### src/hw/rtl/cpd_pkg.sv
// cpd_pkg: types, codes and crc helpers shared by the packet deframer modules
// no dependencies
`default_nettype none

package cpd_pkg;

	// input command codes
	localparam logic [1:0] OP_BYTE     = 2'd0;
	localparam logic [1:0] OP_CANCEL   = 2'd1;
	localparam logic [1:0] OP_LINK_ERR = 2'd2;
	// op value with no meaning, dropped by the front
	localparam logic [1:0] OP_UNUSED   = 2'd3;

	// end status codes
	localparam logic [1:0] ST_OK       = 2'd0;
	localparam logic [1:0] ST_CRC_BAD  = 2'd1;
	localparam logic [1:0] ST_CANCELED = 2'd2;
	localparam logic [1:0] ST_LINK_ERR = 2'd3;

	// configuration register indexes
	localparam int CFG_IDX_W = 3;
	localparam int CFG_DATA_W = 16;
	localparam logic [CFG_IDX_W-1:0] REG_SYNC_BYTE   = 3'd0;
	localparam logic [CFG_IDX_W-1:0] REG_CRC8_POLY   = 3'd1;
	localparam logic [CFG_IDX_W-1:0] REG_CRC8_SEED   = 3'd2;
	localparam logic [CFG_IDX_W-1:0] REG_CRC16_POLY  = 3'd3;
	localparam logic [CFG_IDX_W-1:0] REG_CRC16_SEED  = 3'd4;
	localparam logic [CFG_IDX_W-1:0] REG_MAX_PAYLOAD = 3'd5;

	// register reset values
	localparam logic [7:0]  SYNC_BYTE_RST   = 8'hAA;
	localparam logic [7:0]  CRC8_POLY_RST   = 8'h37;
	localparam logic [7:0]  CRC8_SEED_RST   = 8'h42;
	localparam logic [15:0] CRC16_POLY_RST  = 16'h3D65;
	localparam logic [15:0] CRC16_SEED_RST  = 16'h1337;
	localparam logic [6:0]  MAX_PAYLOAD_RST = 7'd127;

	// default queue depths
	localparam int IQ_DEPTH_DEF = 2;
	localparam int OQ_DEPTH_DEF = 2;

	typedef struct packed {
		logic [1:0] op;
		logic [7:0] rx_byte;
	} in_item_t;

	typedef struct packed {
		logic [7:0] out_byte;
		logic       is_end;
		logic [1:0] status;
		logic [6:0] pkt_length;
	} out_item_t;

	typedef enum logic [1:0] {
		K_BYTE,
		K_CANCEL,
		K_LINK_ERR
	} kind_t;

	typedef struct packed {
		kind_t      kind;
		logic [7:0] data;
	} cmd_t;

	typedef struct packed {
		logic [7:0]  sync_byte;
		logic [7:0]  crc8_poly;
		logic [7:0]  crc8_seed;
		logic [15:0] crc16_poly;
		logic [15:0] crc16_seed;
		logic [6:0]  max_payload;
	} cfg_t;

	typedef enum logic [1:0] {
		PH_HUNT,
		PH_PAYLOAD,
		PH_TRAILER
	} phase_t;

	typedef enum logic [1:0] {
		RB_IDLE,
		RB_STEP1,
		RB_STEP2
	} rebuild_t;

	// one byte through an msb-first crc8
	function automatic logic [7:0] crc8_byte(input logic [7:0] crc, input logic [7:0] b,
		input logic [7:0] poly);
		logic [7:0] c;
		c = crc ^ b;
		for (int i = 0; i < 8; i++) begin
			c = c[7] ? ({c[6:0], 1'b0} ^ poly) : {c[6:0], 1'b0};
		end
		return c;
	endfunction

	// one byte through an msb-first crc16
	function automatic logic [15:0] crc16_byte(input logic [15:0] crc, input logic [7:0] b,
		input logic [15:0] poly);
		logic [15:0] c;
		c = crc ^ {b, 8'h00};
		for (int i = 0; i < 8; i++) begin
			c = c[15] ? ({c[14:0], 1'b0} ^ poly) : {c[14:0], 1'b0};
		end
		return c;
	endfunction

endpackage

`default_nettype wire

### src/hw/rtl/cpd_front.sv
// cpd_front: accepts input beats, classifies them and queues commands for the engine
// depends on cpd_pkg
`default_nettype none

module cpd_front #(
	parameter int IQ_DEPTH = cpd_pkg::IQ_DEPTH_DEF
) (
	input  wire logic             clk,
	input  wire logic             arst_n,
	input  wire logic             push,
	output logic                  full,
	input  wire cpd_pkg::in_item_t rx_item,
	output logic                  cmd_valid,
	output cpd_pkg::cmd_t         cmd,
	input  wire logic             cmd_take
);
	import cpd_pkg::*;

	localparam int PW = (IQ_DEPTH > 1) ? $clog2(IQ_DEPTH) : 1;
	localparam int CW = $clog2(IQ_DEPTH + 1);

	cmd_t            mem_q [IQ_DEPTH];
	logic [PW-1:0]   wr_ptr_q, rd_ptr_q;
	logic [CW-1:0]   cnt_q;
	cmd_t            cls;
	logic            keep;
	logic            enq;
	logic            deq;

	// sort the op code; the unused code is dropped here
	always_comb begin
		cls.data = rx_item.rx_byte;
		cls.kind = K_BYTE;
		keep = 1'b1;
		case (rx_item.op)
			OP_BYTE:     cls.kind = K_BYTE;
			OP_CANCEL:   cls.kind = K_CANCEL;
			OP_LINK_ERR: cls.kind = K_LINK_ERR;
			default:     keep = 1'b0;
		endcase
	end

	assign full      = (cnt_q == CW'(IQ_DEPTH));
	assign enq       = push && !full && keep;
	assign cmd_valid = (cnt_q != '0);
	assign deq       = cmd_take && cmd_valid;
	assign cmd       = mem_q[rd_ptr_q];

	always_ff @(posedge clk) begin
		if (enq) begin
			mem_q[wr_ptr_q] <= cls;
		end
	end

	always_ff @(posedge clk or negedge arst_n) begin
		if (!arst_n) begin
			wr_ptr_q <= '0;
			rd_ptr_q <= '0;
			cnt_q    <= '0;
		end else begin
			if (enq) begin
				wr_ptr_q <= (wr_ptr_q == PW'(IQ_DEPTH - 1)) ? '0 : wr_ptr_q + 1'b1;
			end
			if (deq) begin
				rd_ptr_q <= (rd_ptr_q == PW'(IQ_DEPTH - 1)) ? '0 : rd_ptr_q + 1'b1;
			end
			if (enq && !deq) begin
				cnt_q <= cnt_q + 1'b1;
			end else if (deq && !enq) begin
				cnt_q <= cnt_q - 1'b1;
			end
		end
	end

	assert property (@(posedge clk) disable iff (!arst_n) cnt_q <= CW'(IQ_DEPTH))
		else $error("command queue over depth");
	assert property (@(posedge clk) disable iff (!arst_n)
		(push && !full && rx_item.op == OP_UNUSED) |=> $stable(cnt_q) || $past(deq))
		else $error("unused op code was queued");
	assert property (@(posedge clk) disable iff (!arst_n)
		(cnt_q == '0) |-> (wr_ptr_q == rd_ptr_q))
		else $error("empty command queue with split pointers");

endmodule

`default_nettype wire

### src/hw/rtl/cpd_engine.sv
// cpd_engine: header hunt, payload pass-through and trailer check, one command a cycle
// unless stalled by a full result queue or a window refresh; depends on cpd_pkg
`default_nettype none

module cpd_engine (
	input  wire logic            clk,
	input  wire logic            arst_n,
	input  wire cpd_pkg::cfg_t   cfg,
	input  wire logic            crc8_cfg_wr,
	input  wire logic            cmd_valid,
	input  wire cpd_pkg::cmd_t   cmd,
	output logic                 cmd_take,
	input  wire logic            res_ready,
	output logic                 res_valid,
	output cpd_pkg::out_item_t   res
);
	import cpd_pkg::*;

	phase_t      phase_q, phase_d;
	rebuild_t    rb_q;
	logic [1:0]  fill_q;
	logic [7:0]  w0_q, w1_q;
	logic [7:0]  c0_q, c1_q;     // crc8 from seed over window bytes starting at 0 and at 1
	logic [6:0]  acc_len_q;
	logic [6:0]  seen_q;
	logic [15:0] crc_q;
	logic        tr_seen_q;

	logic [7:0]  a0, x0, a1, x1;
	logic [7:0]  u0, u1, u2;
	logic [15:0] u16;
	logic [6:0]  seen_next;
	logic [6:0]  cap_len;
	logic        is_byte;
	logic        bad_sync, bad_len, bad_crc, hdr_ok;

	assign cmd_take = cmd_valid && res_ready && (rb_q == RB_IDLE);
	assign is_byte  = (cmd.kind == K_BYTE);

	// three crc8 units: two extend the running window chains, one starts a new chain
	always_comb begin
		a0 = c0_q;
		x0 = cmd.data;
		a1 = c1_q;
		x1 = cmd.data;
		case (rb_q)
			RB_STEP1: begin
				a0 = cfg.crc8_seed;
				x0 = w0_q;
				a1 = cfg.crc8_seed;
				x1 = w1_q;
			end
			RB_STEP2: begin
				a0 = c0_q;
				x0 = w1_q;
			end
			default: ;
		endcase
	end

	assign u0  = crc8_byte(a0, x0, cfg.crc8_poly);
	assign u1  = crc8_byte(a1, x1, cfg.crc8_poly);
	assign u2  = crc8_byte(cfg.crc8_seed, cmd.data, cfg.crc8_poly);
	assign u16 = crc16_byte(crc_q, cmd.data, cfg.crc16_poly);

	assign seen_next = seen_q + 1'b1;
	assign cap_len   = (w1_q[6:0] < cfg.max_payload) ? w1_q[6:0] : cfg.max_payload;
	assign bad_sync  = (w0_q != cfg.sync_byte);
	assign bad_len   = w1_q[7];
	assign bad_crc   = (u0 != 8'h00);
	assign hdr_ok    = (fill_q == 2'd2) && !bad_sync && !bad_len && !bad_crc;

	// next phase
	always_comb begin
		phase_d = phase_q;
		if (cmd_take) begin
			if (!is_byte) begin
				phase_d = PH_HUNT;
			end else begin
				case (phase_q)
					PH_HUNT: begin
						if (hdr_ok) begin
							phase_d = (cap_len == 7'd0) ? PH_TRAILER : PH_PAYLOAD;
						end
					end
					PH_PAYLOAD: begin
						if (seen_next >= acc_len_q) begin
							phase_d = PH_TRAILER;
						end
					end
					PH_TRAILER: begin
						if (tr_seen_q) begin
							phase_d = PH_HUNT;
						end
					end
					default: phase_d = PH_HUNT;
				endcase
			end
		end
	end

	// result beat
	always_comb begin
		res_valid      = 1'b0;
		res.out_byte   = 8'h00;
		res.is_end     = 1'b0;
		res.status     = ST_OK;
		res.pkt_length = 7'd0;
		if (cmd_take) begin
			case (cmd.kind)
				K_CANCEL: begin
					res_valid  = 1'b1;
					res.is_end = 1'b1;
					res.status = ST_CANCELED;
				end
				K_LINK_ERR: begin
					res_valid  = 1'b1;
					res.is_end = 1'b1;
					res.status = ST_LINK_ERR;
				end
				K_BYTE: begin
					if (phase_q == PH_PAYLOAD) begin
						res_valid    = 1'b1;
						res.out_byte = cmd.data;
					end else if (phase_q == PH_TRAILER && tr_seen_q) begin
						res_valid      = 1'b1;
						res.is_end     = 1'b1;
						res.status     = (u16 != 16'h0000) ? ST_CRC_BAD : ST_OK;
						res.pkt_length = acc_len_q;
					end
				end
				default: ;
			endcase
		end
	end

	// window and chain payload
	always_ff @(posedge clk) begin
		if (rb_q == RB_STEP1) begin
			c0_q <= u0;
			c1_q <= u1;
		end else if (rb_q == RB_STEP2) begin
			c0_q <= u0;
		end else if (cmd_take && is_byte && phase_q == PH_HUNT) begin
			case (fill_q)
				2'd0: begin
					w0_q <= cmd.data;
					c0_q <= u2;
				end
				2'd1: begin
					w1_q <= cmd.data;
					c0_q <= u0;
					c1_q <= u2;
				end
				2'd2: begin
					if (bad_sync) begin
						w0_q <= w1_q;
						w1_q <= cmd.data;
						c0_q <= u1;
						c1_q <= u2;
					end else if (bad_len) begin
						w0_q <= cmd.data;
						c0_q <= u2;
					end
				end
				default: ;
			endcase
		end
	end

	always_ff @(posedge clk or negedge arst_n) begin
		if (!arst_n) begin
			phase_q   <= PH_HUNT;
			rb_q      <= RB_IDLE;
			fill_q    <= 2'd0;
			acc_len_q <= 7'd0;
			seen_q    <= 7'd0;
			crc_q     <= CRC16_SEED_RST;
			tr_seen_q <= 1'b0;
		end else begin
			phase_q <= phase_d;
			// refresh the window chains after a crc8 register write
			if (crc8_cfg_wr) begin
				rb_q <= RB_STEP1;
			end else if (rb_q == RB_STEP1) begin
				rb_q <= (fill_q == 2'd2) ? RB_STEP2 : RB_IDLE;
			end else begin
				rb_q <= RB_IDLE;
			end
			if (cmd_take) begin
				if (!is_byte) begin
					fill_q    <= 2'd0;
					seen_q    <= 7'd0;
					tr_seen_q <= 1'b0;
				end else begin
					case (phase_q)
						PH_HUNT: begin
							case (fill_q)
								2'd0: fill_q <= 2'd1;
								2'd1: fill_q <= 2'd2;
								2'd2: begin
									if (bad_sync) begin
										fill_q <= 2'd2;
									end else if (bad_len) begin
										fill_q <= 2'd1;
									end else begin
										fill_q <= 2'd0;
										if (!bad_crc) begin
											acc_len_q <= cap_len;
											crc_q     <= cfg.crc16_seed;
											seen_q    <= 7'd0;
											tr_seen_q <= 1'b0;
										end
									end
								end
								default: fill_q <= 2'd0;
							endcase
						end
						PH_PAYLOAD: begin
							crc_q  <= u16;
							seen_q <= seen_next;
						end
						PH_TRAILER: begin
							crc_q <= u16;
							if (!tr_seen_q) begin
								tr_seen_q <= 1'b1;
							end else begin
								fill_q    <= 2'd0;
								seen_q    <= 7'd0;
								tr_seen_q <= 1'b0;
							end
						end
						default: fill_q <= 2'd0;
					endcase
				end
			end
		end
	end

	assert property (@(posedge clk) disable iff (!arst_n)
		(phase_q != PH_HUNT) |-> (fill_q == 2'd0))
		else $error("header window not empty outside hunting");
	assert property (@(posedge clk) disable iff (!arst_n)
		(phase_q == PH_PAYLOAD) |-> (seen_q < acc_len_q))
		else $error("payload count ran past accepted length");
	assert property (@(posedge clk) disable iff (!arst_n)
		tr_seen_q |-> (phase_q == PH_TRAILER))
		else $error("trailer flag set outside trailer");
	assert property (@(posedge clk) disable iff (!arst_n) fill_q != 2'd3)
		else $error("header window overfilled");

endmodule

`default_nettype wire

### src/hw/rtl/cpd_outq.sv
// cpd_outq: result queue between the engine and the consumer
// depends on cpd_pkg
`default_nettype none

module cpd_outq #(
	parameter int OQ_DEPTH = cpd_pkg::OQ_DEPTH_DEF
) (
	input  wire logic               clk,
	input  wire logic               arst_n,
	input  wire logic               res_valid,
	input  wire cpd_pkg::out_item_t res,
	output logic                    res_ready,
	output logic                    empty,
	input  wire logic               pop,
	output cpd_pkg::out_item_t      result
);
	import cpd_pkg::*;

	localparam int PW = (OQ_DEPTH > 1) ? $clog2(OQ_DEPTH) : 1;
	localparam int CW = $clog2(OQ_DEPTH + 1);

	out_item_t       mem_q [OQ_DEPTH];
	logic [PW-1:0]   wr_ptr_q, rd_ptr_q;
	logic [CW-1:0]   cnt_q;
	logic            enq, deq;

	assign res_ready = (cnt_q != CW'(OQ_DEPTH));
	assign empty     = (cnt_q == '0);
	assign enq       = res_valid && res_ready;
	assign deq       = pop && !empty;
	assign result    = mem_q[rd_ptr_q];

	always_ff @(posedge clk) begin
		if (enq) begin
			mem_q[wr_ptr_q] <= res;
		end
	end

	always_ff @(posedge clk or negedge arst_n) begin
		if (!arst_n) begin
			wr_ptr_q <= '0;
			rd_ptr_q <= '0;
			cnt_q    <= '0;
		end else begin
			if (enq) begin
				wr_ptr_q <= (wr_ptr_q == PW'(OQ_DEPTH - 1)) ? '0 : wr_ptr_q + 1'b1;
			end
			if (deq) begin
				rd_ptr_q <= (rd_ptr_q == PW'(OQ_DEPTH - 1)) ? '0 : rd_ptr_q + 1'b1;
			end
			if (enq && !deq) begin
				cnt_q <= cnt_q + 1'b1;
			end else if (deq && !enq) begin
				cnt_q <= cnt_q - 1'b1;
			end
		end
	end

	assert property (@(posedge clk) disable iff (!arst_n) res_valid |-> res_ready)
		else $error("engine produced a result with no room");
	assert property (@(posedge clk) disable iff (!arst_n) cnt_q <= CW'(OQ_DEPTH))
		else $error("result queue over depth");
	assert property (@(posedge clk) disable iff (!arst_n)
		(empty && !res_valid) |=> empty)
		else $error("result appeared with nothing written");

endmodule

`default_nettype wire

### src/hw/rtl/crc_packet_deframer.sv
// Receive deframer for sync / length / crc8 headers with a big-endian crc16 trailer. Input
// beats (a received byte, a cancel or a link error) go in through a queue-style push/full
// port; results come out through an empty/pop port, oldest first. While hunting, the block
// slides a three-byte window over the byte stream looking for a valid header; nothing is
// reported for header bytes. Each payload byte is passed out as soon as it arrives, and an
// end beat follows the two trailer bytes with status ok or crc_bad and the accepted length.
// Cancel and link error give an end beat at once and restart the hunt. The block takes one
// input beat every clock while neither queue is full and no window refresh runs, and gives
// at most one result beat every clock; a beat waits in the command queue and its result in
// the result queue. That pace is set by one pass a cycle through three 8-bit crc units (the
// window chains) and one 16-bit crc unit in the engine. After a write to the crc8 polynomial
// or seed register the engine refreshes the partial header crcs of the window; input beats
// queue up meanwhile. This file holds the top level and the configuration registers; it
// depends on cpd_pkg, cpd_front, cpd_engine and cpd_outq.
`default_nettype none

module crc_packet_deframer #(
	parameter int IQ_DEPTH = cpd_pkg::IQ_DEPTH_DEF,
	parameter int OQ_DEPTH = cpd_pkg::OQ_DEPTH_DEF
) (
	input  wire logic                            clk,
	input  wire logic                            arst_n,
	// input beats
	input  wire logic                            push,
	output logic                                 full,
	input  wire cpd_pkg::in_item_t               rx_item,
	// result beats
	output logic                                 empty,
	input  wire logic                            pop,
	output cpd_pkg::out_item_t                   result,
	// register writes
	input  wire logic                            cfg_we,
	input  wire logic [cpd_pkg::CFG_IDX_W-1:0]   cfg_idx,
	input  wire logic [cpd_pkg::CFG_DATA_W-1:0]  cfg_data
);
	import cpd_pkg::*;

	cfg_t      cfg_q;
	logic      crc8_cfg_wr;
	logic      cmd_valid;
	cmd_t      cmd;
	logic      cmd_take;
	logic      res_ready;
	logic      res_valid;
	out_item_t res;

	// configuration registers, to be written by the user only while the block is idle; the block does not enforce it
	always_ff @(posedge clk or negedge arst_n) begin
		if (!arst_n) begin
			cfg_q.sync_byte   <= SYNC_BYTE_RST;
			cfg_q.crc8_poly   <= CRC8_POLY_RST;
			cfg_q.crc8_seed   <= CRC8_SEED_RST;
			cfg_q.crc16_poly  <= CRC16_POLY_RST;
			cfg_q.crc16_seed  <= CRC16_SEED_RST;
			cfg_q.max_payload <= MAX_PAYLOAD_RST;
		end else if (cfg_we) begin
			case (cfg_idx)
				REG_SYNC_BYTE:   cfg_q.sync_byte   <= cfg_data[7:0];
				REG_CRC8_POLY:   cfg_q.crc8_poly   <= cfg_data[7:0];
				REG_CRC8_SEED:   cfg_q.crc8_seed   <= cfg_data[7:0];
				REG_CRC16_POLY:  cfg_q.crc16_poly  <= cfg_data;
				REG_CRC16_SEED:  cfg_q.crc16_seed  <= cfg_data;
				REG_MAX_PAYLOAD: cfg_q.max_payload <= cfg_data[6:0];
				default: ;   // unused index, ignored
			endcase
		end
	end

	// a new crc8 polynomial or seed invalidates the partial window crcs
	assign crc8_cfg_wr = cfg_we && (cfg_idx == REG_CRC8_POLY || cfg_idx == REG_CRC8_SEED);

	// front: accept and classify input beats
	cpd_front #(
		.IQ_DEPTH (IQ_DEPTH)
	) u_front (
		.clk       (clk),
		.arst_n    (arst_n),
		.push      (push),
		.full      (full),
		.rx_item   (rx_item),
		.cmd_valid (cmd_valid),
		.cmd       (cmd),
		.cmd_take  (cmd_take)
	);

	// back: header hunt, payload and trailer
	cpd_engine u_engine (
		.clk         (clk),
		.arst_n      (arst_n),
		.cfg         (cfg_q),
		.crc8_cfg_wr (crc8_cfg_wr),
		.cmd_valid   (cmd_valid),
		.cmd         (cmd),
		.cmd_take    (cmd_take),
		.res_ready   (res_ready),
		.res_valid   (res_valid),
		.res         (res)
	);

	// result beats wait here until popped
	cpd_outq #(
		.OQ_DEPTH (OQ_DEPTH)
	) u_outq (
		.clk       (clk),
		.arst_n    (arst_n),
		.res_valid (res_valid),
		.res       (res),
		.res_ready (res_ready),
		.empty     (empty),
		.pop       (pop),
		.result    (result)
	);

	// an end beat never carries a payload byte; only packet ends carry a length
	assert property (@(posedge clk) disable iff (!arst_n)
		(!empty && result.is_end) |-> (result.out_byte == 8'h00))
		else $error("end beat with nonzero byte");
	assert property (@(posedge clk) disable iff (!arst_n)
		(!empty && (!result.is_end || result.status == ST_CANCELED
		|| result.status == ST_LINK_ERR)) |-> (result.pkt_length == 7'd0))
		else $error("length on a beat that must not carry one");
	assert property (@(posedge clk) disable iff (!arst_n)
		(!empty && !result.is_end) |-> (result.status == ST_OK))
		else $error("payload beat with nonzero status");

endmodule

`default_nettype wire
### config.mk
export PLATFORM = sky130hd
export DESIGN_NAME = crc_packet_deframer
export DESIGN_NICKNAME = d
export VERILOG_FILES = /design/src/hw/rtl/cpd_pkg.sv /design/src/hw/rtl/cpd_front.sv /design/src/hw/rtl/cpd_engine.sv /design/src/hw/rtl/cpd_outq.sv /design/src/hw/rtl/crc_packet_deframer.sv
export SDC_FILE = /design/constraint.sdc
export NUM_CORES = 1
export LEC_CHECK = 0
export BUFFER_PORTS_ARGS = -buffer_cell sky130_fd_sc_hd__buf_2
export CAP_MARGIN = 20
export CORE_UTILIZATION = 45
export DETAILED_ROUTE_END_ITERATION = 6
export PLACE_DENSITY_LB_ADDON = 0.15
export SLEW_MARGIN = 20
export SYNTH_ARGS = -nofsm -noshare
export SYNTH_HDL_FRONTEND = slang
export SYNTH_SLANG_ARGS = --single-unit
### constraint.sdc
create_clock -name clk -period 6.4 [get_ports clk]
set_input_delay 1.28 -clock clk [delete_from_list [all_inputs] [get_ports clk]]
set_output_delay 1.28 -clock clk [all_outputs]
set_load 0.1 [all_outputs]
==> results of run 1 <==
==> through the flow <==
step / setup TNS (ns) / cells
final: 0 / 2357
after floorplan: 0 / 1822
after CTS: 0 / 2349
after global routing: -0.0286 / 2357
after detailed placement: -0.104 / 2316
after global placement: 0 / 2316
==> cell usage in the layout (no fill, tap or decap), types with 18 or more instances in the layout <==
cell	count
nand2_1	269
xnor2_1	234
nor2_1	127
buf_4	95
mux2_2	93
edfxtp_1	88
o21ai_0	70
inv_1	67
a21oi_1	65
dfrtp_1	63
buf_2	52
xor2_1	50
mux2i_1	45
dfstp_2	43
nand3_1	34
ha_1	30
nor3_1	29
nand4_1	19
o211ai_1	19
clkbuf_16	19
and2_1	18
==> sequential cells by signal, summed over array words and instances, names as in the netlist <==
name                cells
cfg_q                  63
u_engine.acc_len_q      7
u_engine.c0_q           8
u_engine.c1_q           8
u_engine.crc_q         16
u_engine.fill_q         2
u_engine.phase_q        2
u_engine.rb_q           2
u_engine.seen_q         7
u_engine.tr_seen_q      1
u_engine.w0_q           8
u_engine.w1_q           8
u_front.cnt_q           2
u_front.mem_q          20
u_front.rd_ptr_q        1
u_front.wr_ptr_q        1
u_outq.cnt_q            2
u_outq.mem_q           36
u_outq.rd_ptr_q         1
u_outq.wr_ptr_q         1
==> critical path, stage by stage, from the launching register on <==
cell and delay (ns):
dfrtp_1 0.41, inv_1 0.17, ha_1 0.26, a22oi_2 0.13, mux2i_4 0.29, o21ai_0 0.18
and4_1 0.25, or4_4 0.54, and2_1 0.27, a21boi_1 0.19, a211o_1 0.30, or4_4 0.55
a31oi_2 0.22, a41oi_2 0.11, buf_4 0.24, a211o_1 0.32, and2_1 0.22, a211oi_2 0.27
o21ai_2 0.13, nor4b_4 0.21, buf_4 0.18, o21ai_4 0.07, buf_12 0.18, mux2_4 0.30
==> routing by layer <==
metal / vias to the layer above / GRT usage
met1: 6648 / 0.356
li1: 6555 / -
met5: - / 0
met3: 80 / 0.0275
met4: 0 / 0.102
met2: 448 / 0.436
==> what timing repair did <==
action | CTS | global route
pin swaps | 1 | 7
buffers inserted | 1 | 8
setup endpoints to repair | 10 | 35
gates resized for setup | 0 | 31
==> how the worst min path moves through the flow <==
stage	start	end	cells after the start
after global routing	u_engine.crc_q[8]	u_engine.crc_q[8]	2
after CTS	u_engine.crc_q[8]	u_engine.crc_q[8]	2
after global placement	u_engine.crc_q[8]	u_engine.crc_q[8]	2
final	u_engine.crc_q[8]	u_engine.crc_q[8]	2
after floorplan	u_engine.crc_q[8]	u_engine.crc_q[8]	2
after detailed placement	u_engine.crc_q[8]	u_engine.crc_q[8]	2
==> cells by family after synthesis <==
| kind of cell | count (synthesis) |
|---|---|
| xor gates and xnor gates | 298 |
| muxes | 156 |
| buffers and inverters | 179 |
| DFF | 196 |
| adders and majority gates | 32 |
| and+or+nand+nor | 597 |
| AOI/OAI and AO/OA | 364 |
==> layout make-up <==
| cell class | count | area, um2 |
|---|---|---|
| Clock buffer | 19 | 475 |
| Clock inverter | 13 | 179 |
| Fill cell | 3324 | 17300 |
| Inverter | 69 | 259 |
| Multi-Input combinational cell | 1447 | 10400 |
| Sequential cell | 196 | 5400 |
| Tap cell | 461 | 577 |
| Timing Repair Buffer | 152 | 1060 |
==> synthesized netlist by cell type, drive strengths merged (5+ instances only) <==
cell type	number
nand2	271
xnor2	244
nor2	129
mux2	101
clkbuf	92
edfxtp	88
o21ai	82
inv	68
a21oi	66
dfrtp	65
mux2i	55
xor2	50
dfstp	43
nand3	34
ha	32
nor3	31
o211ai	20
a211oi	19
nand4	19
and2	18
buf	18
a31oi	17
a22oi	16
and3	15
or2	14
nor4	13
o22ai	13
a21o	12
o2111ai	11
o31ai	11
o21a	10
nand2b	9
a21boi	8
nor2b	8
or3	8
a32oi	7
o311ai	7
a211o	6
a32o	6
and4	6
a2111oi	5
nor3b	5
o22a	5
==> metrics, run 1 <==
Async SR Flop Fraction=0.551; Hold Slack=0.483 ns; vias in the first global route=between 10000 and 15000; Post-Syn Nets=~1900; clk_lat worst skew=between 0.4 and 0.5 ns; r2r startpoint=u_engine.rb_q[1]; WL final=48000 um; Worst setup endpoint=u_engine.crc_q[11]; GRT overflow=0; FMAX=~160 MHz; Fin. Hold Viols=0; Synth Area in Adders=0.0245; DP HPWL=35100 um; max_cap viols=0; clock buffer depth=2; Port-buffer cells=53; critical path peak fanout=16; Yosys reg bits=approximately 200; drt via density=approximately 6; antenna viol nets, final=0; initial core utilization=0.458; final core occ=0.516; Synth Flop Type=edfxtp_1; largest family of logic cells by synthesized area=simple AND/OR/NAND/NOR gates; DP Worst Slack=-0.0423 ns; worst-margin pin slew=1.05 ns; register area share after synthesis=0.331; setup ws final=0.273 ns; XOR/XNOR Fraction of Synth Area=0.166; EDFF count, synth=88; Avg Inst Size Synth=8.96 um2; post-synthesis mux area share=0.109; Clock transition at path regs=0.08 ns; # setup viols final=0; count of different cell masters after synthesis=103; Clock Skew=approximately 0.021 ns; Total GRT Usage=0.265; crit path capture type=flip-flop; via count=approximately 14000; clk root buf=clkbuf_16; CTS tree=yes; DR pass1 iterations=7; share of layout cells above drive strength 1=0.216; Slew HR=0.297; Slew Limit Fails=0; Num CTS Buffers=17; die height=about 190 um; violated checks=DRC; YS warnings=0; post-synth top area cell=edfxtp_1; design area=18400 um2; die area=37100 um2; Nets=1949; Synth Area in Compound Gates=0.156; Reg2Reg Capture Point=u_engine.crc_q[11]; CP startpoint=u_engine.rb_q[1]; initial antenna violation count=0; drc violations=16; post-synthesis cell count=roughly 1800; Setup CP Type=reg2reg; Highest Signal Layer=met4; 1st-iter DRT viols=1213; Die Wd=193 um; post-synth top area share=0.162; GPL Wtd Cong=0.933; outcome=finished with violations; Synth area leaders=edfxtp_1, xnor2_1, dfrtp_1; largest net degree at the start of global routing=69; period utilisation layout=0.957; critical path launch point type=flip-flop; CTS sink cnt=about 200; met2 wire len=22500 um; routed len/inst=20.4 um; Metal-1 WL=between 20000 and 25000 um; WP data required=6.74 ns; CP Data Arrival Time=6.47 ns; placed cell area=17500 um2; Core Region=35700 um2; flop2flop setup slack=roughly 0.27 ns; hold_buf cts=0; metal3 WL=2570 um; number of top-level pins=54; post-layout min period=between 6 and 7 ns; Simple-Gate Fraction of Synth Area=0.170; reg2reg path depth=23; Worst Hold Class=reg2reg; CTS H-tree depth=4; diodes inserted=0; first-pass GRT wire length=between 70000 and 80000 um; Area growth, synth to finish=12.6%; Rows=69; Mapped Area=16300 um2
Power of run 1 is not shown: default switching activity piles up to over one toggle a cycle in this logic, so the estimate is an artifact.
==> inputs of run 2 (changes only) <==
--- a/config.mk
+++ b/config.mk
@@ -5,9 +5,12 @@
 export SDC_FILE = /design/constraint.sdc
 export NUM_CORES = 1
 export LEC_CHECK = 0
+export ABC_CLOCK_PERIOD_IN_PS = 7700
 export BUFFER_PORTS_ARGS = -buffer_cell sky130_fd_sc_hd__buf_2
 export CAP_MARGIN = 20
-export CORE_UTILIZATION = 45
+export CELL_PAD_IN_SITES_DETAIL_PLACEMENT = 2
+export CELL_PAD_IN_SITES_GLOBAL_PLACEMENT = 2
+export CORE_UTILIZATION = 44
 export DETAILED_ROUTE_END_ITERATION = 6
 export PLACE_DENSITY_LB_ADDON = 0.15
 export SLEW_MARGIN = 20
==> constraint.sdc (replaced) <==
create_clock -name clk -period 7.7 [get_ports clk]
set_input_delay 1.54 -clock clk [delete_from_list [all_inputs] [get_ports clk]]
set_output_delay 1.54 -clock clk [all_outputs]
set_load 0.1 [all_outputs]
==> metrics, run 2 (synthesis gave the netlist of run 1 again) <==
outcome=complete, no violations; diodes inserted=0; CTS sink cnt=196; FMAX=137 MHz; WP data required=7.93 ns; Reg2Reg Capture Point=u_outq.mem_q[1][7]; commonest non-fill, non-tap cell in the layout=nand2_1; post-layout min period=7.32 ns; Area growth, synth to finish=9.45%; max_cap viols=0; Slew Limit Fails=0; CP max stage cell=a21oi_1; number of top-level pins=54; Setup CP Type=reg2reg; Total GRT Usage=0.356; clk_lat worst skew=0.48 ns; CTS tree=yes; die height=195 um; via count=14700; drc violations=0; met1 usage=0.424; Clock transition at path regs=0.09 ns; critical path launch point type=flip-flop; first-pass GRT wire length=102000 um; worst-margin pin slew=1.18 ns; grt peak-use layer=met2; DR pass1 iterations=6; routed len/inst=a little under 30 um; # setup viols final=0; die area=around 38000 um2; Core Region=approximately 37000 um2; clock buffer depth=2; Port-buffer cells=between 50 and 60; DP HPWL=45800 um; register with the most flip-flops=cfg_q; 1st-iter DRT viols=1018; Worst Hold Class=reg2reg; CTS H-tree depth=4; number of flip-flops in the largest register=63; Slew HR=0.211; initial core utilization=0.446; clk root buf=clkbuf_16; crit path capture type=flip-flop; most frequent cells in the layout=nand2_1, xnor2_1, nor2_1; largest net degree at the start of global routing=just under 80; crit-path cells=mux2i_4, xnor2_1, nand2_1, a32o_1, xor2_1, buf_4, nand2_1, xor3_1, or2_2, a31oi_1, o21ai_0, a21oi_1, a2111oi_0, o21a_1, a211oi_1, nand4_1, nor4_1, nand4_1, a31o_2; critical path peak fanout=13; share of layout cells above drive strength 1=0.187; Clock Skew=0.0189 ns; hold path start=cfg_q[14]; drt via density=between 6 and 7; Die Wd=195 um; flop2flop setup slack=0.38 ns; period utilisation layout=0.951; RSZ-0062 raised after global routing=no; Rows=70; met3 global-route usage=0.0387; GRT overflow=0; Fin. Hold Viols=0; GPL Wtd Cong=around 0.9; CP startpoint=u_front.rd_ptr_q; Top Registers=cfg_q x63, u_outq.mem_q x36, u_front.mem_q x20; Nets=1904; Hold Crit Endpoint=cfg_q[14]; r2r startpoint=u_front.rd_ptr_q; TNS Setup=0 ns; reg2reg path depth=19; vias in the first global route=16000; WL final=67900 um; Hold Path Depth=1; Num CTS Buffers=17; CP Data Arrival Time=~7.6 ns; GR Util met2=0.642; max incr delay on CP=between 0.8 and 0.9 ns; initial antenna violation count=0; antenna viol nets, final=0
-- run 2: changes by cell type in the layout (fill, tap and decap cells not counted), moves of 3 or more --
cell     delta
xnor2_1     +5
buf_4      -44
mux2i_2     -3
o21ai_0     +3
mux2i_1     +3
xnor2_2     -3
o21ai_1     -3
-- run 2: final cells by class --
cell class                      count  area, um2
Sequential cell                   196       5400
Fill cell                        3914      18700
Inverter                           69        259
Multi-Input combinational cell   1447      10300
Timing Repair Buffer              107        706
Clock buffer                       17        425
Clock inverter                     15        206
Tap cell                          468        586
-- run 2: stage by stage --
stage / setup slack (ns) / instances / cell area (um2) / hold slack [ns] / util
after floorplan: 1.72 / 1822 / 16300 / 0.455 / -
after global placement: 0.614 / 2282 / 17100 / 0.465 / 0.468
after detailed placement: 0.315 / 2282 / 17100 / 0.506 / 0.468
after CTS: 0.131 / 2314 / 17800 / 0.524 / 0.485
after global routing: 0.0311 / 2319 / 17900 / 0.542 / 0.488
final: 0.377 / 2319 / 17900 / 0.522 / 0.488
-- run 2: layer usage --
| layer | wire length (um) | part of all wire |
|---|---|---|
| met5 | 0 | 0 |
| met2 | 34600 | 0.51 |
| met1 | 27300 | 0.40 |
| met4 | 2950 | 0.043 |
| met3 | 3010 | 0.044 |
-- run 2: what timing repair did --
| action | in CTS | in global routing |
|---|---|---|
| setup endpoints to repair | 0 | 32 |
| buffers inserted | 0 | 4 |
| hold buffers | 0 | 0 |
| gates resized for setup | 0 | 4 |
-- run 2: critical path: cells and delay by family, from the launching register on --
family / cells / cell delay (ns)
buf+inv: 1 / 0.31
flops: 1 / 0.64
simple gates: 6 / 1.52
mux: 1 / 0.50
compound gates: 8 / 3.01
xor+xnor: 3 / 1.08
-- run 2: how the worst max path moves through the flow --
stage	cells past startpoint	endpoint	slack [ns]
after floorplan	23	u_engine.crc_q[10]	1.72
after global placement	17	u_engine.crc_q[11]	0.61
after detailed placement	19	u_engine.crc_q[3]	0.31
after CTS	19	u_engine.acc_len_q[5]	0.13
after global routing	19	u_outq.mem_q[0][7]	0.03
final	19	u_outq.mem_q[1][7]	0.38
Power of run 2 is left out for the same reason.
